<file path="config.mk">
export PLATFORM = sky130hd
export DESIGN_NAME = enp_ctrl
export DESIGN_NICKNAME = d
export VERILOG_FILES = /design/src/rtl/enp_pkg.sv /design/src/rtl/enp_ctrl.sv
export SDC_FILE = /design/constraint.sdc
export NUM_CORES = 1
export LEC_CHECK = 0
export BUFFER_PORTS_ARGS = -buffer_cell sky130_fd_sc_hd__buf_2
export CORE_MARGIN = 4
export CORE_UTILIZATION = 55
export DETAILED_ROUTE_END_ITERATION = 12
export HOLD_SLACK_MARGIN = 0.08
export PLACE_DENSITY = 0.79
export SKIP_CTS_REPAIR_TIMING = 1
export SYNTH_ARGS = -nofsm -noshare
export SYNTH_HDL_FRONTEND = slang
export SYNTH_SLANG_ARGS = --single-unit
</file>
<file path="constraint.sdc">
create_clock -name i_clk -period 3.88 [get_ports i_clk]
set_clock_uncertainty 0.15 [all_clocks]
set_input_delay 0.582 -clock i_clk [delete_from_list [all_inputs] [get_ports i_clk]]
set_output_delay 0.582 -clock i_clk [all_outputs]
set_load 0.01 [all_outputs]
</file>
<file path="src/rtl/enp_pkg.sv">
`timescale 1ns / 1ps

package enp_pkg;

    // field widths
    localparam int COORD_W    = 32;
    localparam int AXIS_W     = 16;
    localparam int SCALE_W    = 16;
    localparam int IDX_W      = 16;
    localparam int DIST_W     = 32;
    localparam int CFG_ADDR_W = 3;
    localparam int CFG_DATA_W = 32;

    // shared multiplier and datapath widths
    localparam int MUL_W  = 32;
    localparam int PROD_W = 2 * MUL_W;
    localparam int LEN_W  = 64;          // Q32.32 distance squared
    localparam int A_W    = 51;          // signed dot product, Q.30
    localparam int AM_W   = 36;          // |a| truncated to Q20.16
    localparam int Q_W    = 2 * AM_W;    // a squared
    localparam int P_W    = Q_W + MUL_W; // f * a squared, Q.48
    localparam int REM_W  = 35;          // square root remainder

    // set bookkeeping
    localparam int MAX_POINTS = 65536;
    localparam int CNT_W      = 17;

    // sequencing
    localparam int SQRT_STEPS = DIST_W;
    localparam int STEP_W     = 4;
    localparam logic [STEP_W-1:0] CALC_LAST = 4'd14;

    // configuration register indexes
    localparam logic [CFG_ADDR_W-1:0] REG_ORIGIN_X = 3'd0;
    localparam logic [CFG_ADDR_W-1:0] REG_ORIGIN_Y = 3'd1;
    localparam logic [CFG_ADDR_W-1:0] REG_ORIGIN_Z = 3'd2;
    localparam logic [CFG_ADDR_W-1:0] REG_AXIS_X   = 3'd3;
    localparam logic [CFG_ADDR_W-1:0] REG_AXIS_Y   = 3'd4;
    localparam logic [CFG_ADDR_W-1:0] REG_AXIS_Z   = 3'd5;
    localparam logic [CFG_ADDR_W-1:0] REG_SCALE    = 3'd6;

    localparam logic [AXIS_W-1:0]  AXIS_Z_RESET = 16'd16384;
    localparam logic [SCALE_W-1:0] SCALE_RESET  = 16'd256;
    localparam logic [MUL_W-1:0]   SCALE_ONE_SQ = 32'd65536;

    // datapath operations
    localparam int OP_W = 4;
    localparam logic [OP_W-1:0] OP_NONE = 4'd0;
    localparam logic [OP_W-1:0] OP_AX   = 4'd1;   // axis component times |v|
    localparam logic [OP_W-1:0] OP_ABS  = 4'd2;   // |a| >> 14
    localparam logic [OP_W-1:0] OP_SQ   = 4'd3;   // |v| component squared
    localparam logic [OP_W-1:0] OP_Q0   = 4'd4;   // a squared, low x low
    localparam logic [OP_W-1:0] OP_Q1   = 4'd5;   // a squared, cross term
    localparam logic [OP_W-1:0] OP_Q2   = 4'd6;   // a squared, high x high
    localparam logic [OP_W-1:0] OP_SS   = 4'd7;   // scale squared minus one
    localparam logic [OP_W-1:0] OP_P0   = 4'd8;   // f times a squared, word 0
    localparam logic [OP_W-1:0] OP_P1   = 4'd9;
    localparam logic [OP_W-1:0] OP_P2   = 4'd10;
    localparam logic [OP_W-1:0] OP_CMP  = 4'd11;  // form r2, update minimum
    localparam logic [OP_W-1:0] OP_FIN  = 4'd12;  // close the set
    localparam logic [OP_W-1:0] OP_ROOT = 4'd13;  // one square root digit
    localparam logic [OP_W-1:0] OP_PUT  = 4'd14;  // load output register

    typedef struct packed {
        logic            load;   // input word accepted this cycle
        logic [OP_W-1:0] op;
        logic [1:0]      sel;    // coordinate select
    } t_cmd;

    typedef struct packed {
        logic out_free;          // output register can take a result
    } t_status;

    // per-point schedule on the shared multiplier; each operation's result
    // is folded in the cycle after issue, so f is ready well before word 0 of f * a^2
    function automatic t_cmd calc_cmd(input logic [STEP_W-1:0] step);
        t_cmd c;
        c.load = 1'b0;
        c.op   = OP_NONE;
        c.sel  = 2'd0;
        case (step)
            4'd0: begin
                c.op = OP_AX;
                c.sel = 2'd0;
            end
            4'd1: begin
                c.op = OP_AX;
                c.sel = 2'd1;
            end
            4'd2: begin
                c.op = OP_AX;
                c.sel = 2'd2;
            end
            4'd3: c.op = OP_ABS;
            4'd4: c.op = OP_SS;
            4'd5: c.op = OP_Q0;
            4'd6: c.op = OP_Q1;
            4'd7: c.op = OP_Q2;
            4'd8: begin
                c.op = OP_SQ;
                c.sel = 2'd0;
            end
            4'd9: c.op = OP_P0;
            4'd10: c.op = OP_P1;
            4'd11: c.op = OP_P2;
            4'd12: begin
                c.op = OP_SQ;
                c.sel = 2'd1;
            end
            4'd13: begin
                c.op = OP_SQ;
                c.sel = 2'd2;
            end
            4'd14: c.op = OP_CMP;
            default: c.op = OP_NONE;
        endcase
        return c;
    endfunction

endpackage

</file>
<file path="src/rtl/enp_ctrl.sv">
`timescale 1ns / 1ps

module enp_ctrl import enp_pkg::*; (
    input  logic    i_clk,
    input  logic    i_rst_n,
    input  logic    i_in_valid,
    input  logic    i_has_point,
    input  logic    i_last,
    input  t_status i_sts,
    output logic    o_in_ready,
    output t_cmd    o_cmd
);

    localparam logic [2:0] S_IDLE = 3'd0;
    localparam logic [2:0] S_CALC = 3'd1;
    localparam logic [2:0] S_FIN  = 3'd2;
    localparam logic [2:0] S_ROOT = 3'd3;
    localparam logic [2:0] S_PUT  = 3'd4;

    localparam int RCNT_W = $clog2(SQRT_STEPS);
    localparam logic [RCNT_W-1:0] RCNT_LAST = RCNT_W'(SQRT_STEPS - 1);

    logic [2:0]        r_state, n_state;
    logic [STEP_W-1:0] r_step, n_step;
    logic [RCNT_W-1:0] r_rcnt, n_rcnt;
    logic              r_last, n_last;
    logic              accept;

    assign o_in_ready = (r_state == S_IDLE);
    assign accept     = i_in_valid & o_in_ready;

    // sequencer
    always_comb begin
        n_state    = r_state;
        n_step     = r_step;
        n_rcnt     = r_rcnt;
        n_last     = r_last;
        o_cmd.load = accept;
        o_cmd.op   = OP_NONE;
        o_cmd.sel  = 2'd0;
        case (r_state)
            S_IDLE: begin
                if (accept) begin
                    n_last = i_last;
                    n_step = '0;
                    if (i_has_point) begin
                        n_state = S_CALC;
                    end else if (i_last) begin
                        n_state = S_FIN;
                    end
                end
            end
            S_CALC: begin
                o_cmd.op  = calc_cmd(r_step).op;
                o_cmd.sel = calc_cmd(r_step).sel;
                if (r_step == CALC_LAST) begin
                    n_state = r_last ? S_FIN : S_IDLE;
                end else begin
                    n_step = r_step + 1'b1;
                end
            end
            S_FIN: begin
                o_cmd.op = OP_FIN;
                n_rcnt   = '0;
                n_state  = S_ROOT;
            end
            S_ROOT: begin
                o_cmd.op = OP_ROOT;
                if (r_rcnt == RCNT_LAST) begin
                    n_state = S_PUT;
                end else begin
                    n_rcnt = r_rcnt + 1'b1;
                end
            end
            S_PUT: begin
                // wait for the output register to drain
                if (i_sts.out_free) begin
                    o_cmd.op = OP_PUT;
                    n_state  = S_IDLE;
                end
            end
            default: n_state = S_IDLE;
        endcase
    end

    always_ff @(posedge i_clk) begin
        if (!i_rst_n) begin
            r_state <= S_IDLE;
            r_step  <= '0;
            r_rcnt  <= '0;
            r_last  <= 1'b0;
        end else begin
            r_state <= n_state;
            r_step  <= n_step;
            r_rcnt  <= n_rcnt;
            r_last  <= n_last;
        end
    end

`ifndef SYNTH
    a_step_range: assert property (@(posedge i_clk) disable iff (!i_rst_n)
        (r_state == S_CALC) |-> (r_step <= CALC_LAST))
        else $error("schedule step past end");

    a_point_calc: assert property (@(posedge i_clk) disable iff (!i_rst_n)
        (accept && i_has_point) |=> (r_state == S_CALC && r_step == '0))
        else $error("point word did not start the schedule");

    a_root_put: assert property (@(posedge i_clk) disable iff (!i_rst_n)
        (r_state == S_ROOT && r_rcnt == RCNT_LAST) |=> (r_state == S_PUT))
        else $error("square root did not hand over to output");
`endif

endmodule

</file>
==> metrics <==
cell chain of the critical path=inv_1 > or3_1 > o31ai_1 > buf_2; Core Rows=14; PortBufs=13; NetSw=253.4 uW; Comb power frac=0.481; Syn Inst Count=120; syn avg cell area=8.175 sq um; Distinct cells, synth=41; final setup TNS=0 ns; Worst setup SP type=register; R2R cell count=7; total CTS buffers=3; CP peak stage delay=0.74 ns; WP data arrival=1.96 ns; Fin. Hold Viols=0; layout overhead on the synthesized area=7.525%; wire per inst=12.71 microns; worst skew pair latency=0.27 ns; placed cell areas=1028 sq um; Cell Int Power=321.5 uW; largest net degree at the start of global routing=20; Post-DP HPWL=1493 microns; die area=2523 sq um; syn_nets=132; Final Wtd Congestion=0.8473; Pins Over Slew Limit=0; Final nets=141; CP Buf/Inv Count=2; RSZ-0062 raised after global routing=false; register area share after synthesis=0.2653; maximum fanout along the worst path=19; Initial DRC Count=23; crit path kind=reg2out; Finished Cell Area=1055 sq um; fraction of registers with async set/reset=0; Switching Fraction=0.4408; dpl cells=148; clk root buf=clkbuf_4; vias in the first global route=779; Worst Hold Depth=2; CP top delay family=flip-flops; CTS tree=yes; f_max=0.3708 GHz; Remaining DRCs=0; GR Overflow Total=0; starting density of the core=0.6154; critical path depth=4; die height=50.23 microns; Core ar.=1594 sq um; Final setup viols=0; WL final=1932 microns; Max Buffers Root-to-Sink=2; Seq pwr share=0.379; Tmin final=2.697 ns; Setup WS pre-CTS=1.494 ns; yosys warns=0; final cell count without fillers=152; initial antenna violation count=0; io pins=14; Post-synth EDFFs=0; Max VDD drop=0.0002802 V; WP data required=3.15 ns; Antenna Violating Nets Remaining=0; Chip Width=50.23 microns; clock share of power=0.140; Netlist Area Pre-Place=980.9 sq um; final worst setup slack=1.183 ns; outcome=finished clean; fin util=0.6617; Power Dens Cells=545.0 nW/um^2; Yosys reg bits=13; Rel. slew slack=0.5657; share of cells above drive strength 1=0.1719; worst hold path type=reg2reg; vias per inst=5.586; Max-cap violations=0; global-route wire length before repair=3415 microns; Global Route Usage Sum=0.1702; clk sinks=13; worst slew pin tran=0.6505 ns; clk slew on worst S/H paths=0.08 ns; slowest stage cell, crit path=dfxtp_1; Most used DFF post-synth=dfxtp_1; Pre-Repair DR Iteration Count=4; Pleak=0.0003954 uW; vias after detailed routing=849; # diodes=0; H-tree lvl count=1; Worst setup EP type=primary output; Period Utilization, post-route=0.6950
==> worst min-delay path, cell delays in order (launching register included) <==
cell and delay, ns:
dfxtp_1 0.34, a32oi_1 0.06, nor2b_1 0.09
==> cell usage after synthesis (3+ instances only) <==
master	instances	area, sq um
nor3b_1	3	22.52
nand2b_1	4	25.02
nand3b_1	3	22.52
ha_1	6	75.07
buf_4	3	22.52
inv_1	4	15.01
nor2_1	6	22.52
nand2_1	10	37.54
a21oi_1	5	25.02
nand3_1	6	30.03
clkbuf_1	4	15.01
nor2b_1	7	43.79
dfxtp_1	13	260.3
mux2i_1	5	50.05
o21ai_0	6	30.03
==> final timing paths <==
kind,from,end,slack (ns)
setup / recovery,r_state[0]$_SDFFE_PN0P_,o_cmd[3],1.18
hold / removal,r_rcnt[4]$_SDFFE_PN0P_,r_rcnt[4]$_SDFFE_PN0P_,0.37
setup reg to reg,r_rcnt[0]$_SDFFE_PN0P_,r_state[0]$_SDFFE_PN0P_,1.76
hold reg to reg,r_rcnt[4]$_SDFFE_PN0P_,r_rcnt[4]$_SDFFE_PN0P_,0.37
==> cell families after synthesis <==
logic type / after synthesis / share of synthesized area
fa+ha+maj: 7 / 0.08673
compound gates: 27 / 0.1901
simple gates: 52 / 0.3138
mux: 6 / 0.06250
flops: 13 / 0.2653
xor+xnor: 2 / 0.01786
buf+inv: 13 / 0.06377
==> routing by layer <==
layer	track usage	part of all wire
met1	0.2218	0.49
met2	0.2761	0.46
met3	0.05621	0.053
met4	0.02765	0
met5	0	0
==> power groups by stage <==
stage	clock [uW]	combinational, uW	sequential [uW]
after floorplan	0	259	174
after global placement	0	271	218
after detailed placement	0	277	220
after CTS	84.3	278	216
after global routing	90.1	305	225
final	80.5	277	218
==> state kept, by name, summed over array words and instances, names as in the netlist <==
register / cells
r_rcnt: 5
r_step: 4
r_state: 3
r_last: 1
==> cell usage in the layout (no fill, tap or decap), drive strengths merged, types with 3 or more instances in the layout <==
| cell type | n |
|---|---|
| nand3 | 6 |
| buf | 13 |
| nor3b | 3 |
| nand2b | 4 |
| nor2 | 6 |
| inv | 4 |
| dfxtp | 13 |
| mux2i | 5 |
| clkbuf | 4 |
| a21oi | 6 |
| o21ai | 6 |
| nor2b | 7 |
| nand2 | 10 |
| nand3b | 3 |
| ha | 6 |
==> cell type report <==
class / instances / area [sq um]
well taps: 24 / 30.03
inverters: 4 / 15.01
fillers: 146 / 539.3
multi-input cells: 94 / 658.1
flip-flops and latches: 13 / 260.3
repair buffers: 13 / 65.06
clock buffers: 4 / 26.28
==> metrics by stage <==
| step | hold slack (ns) | total power, uW |
|---|---|---|
| 6_report | 0.3729 | 574.9 |
| 3_5_place_dp | 0.3584 | 497.2 |
| 3_3_place_gp | 0.3521 | 488.2 |
| 4_1_cts | 0.3796 | 578.3 |
| 2_1_floorplan | 0.3317 | 433.3 |
| 5_1_grt | 0.4040 | 620.3 |
Note: power is estimated with default switching activity, not from simulation.
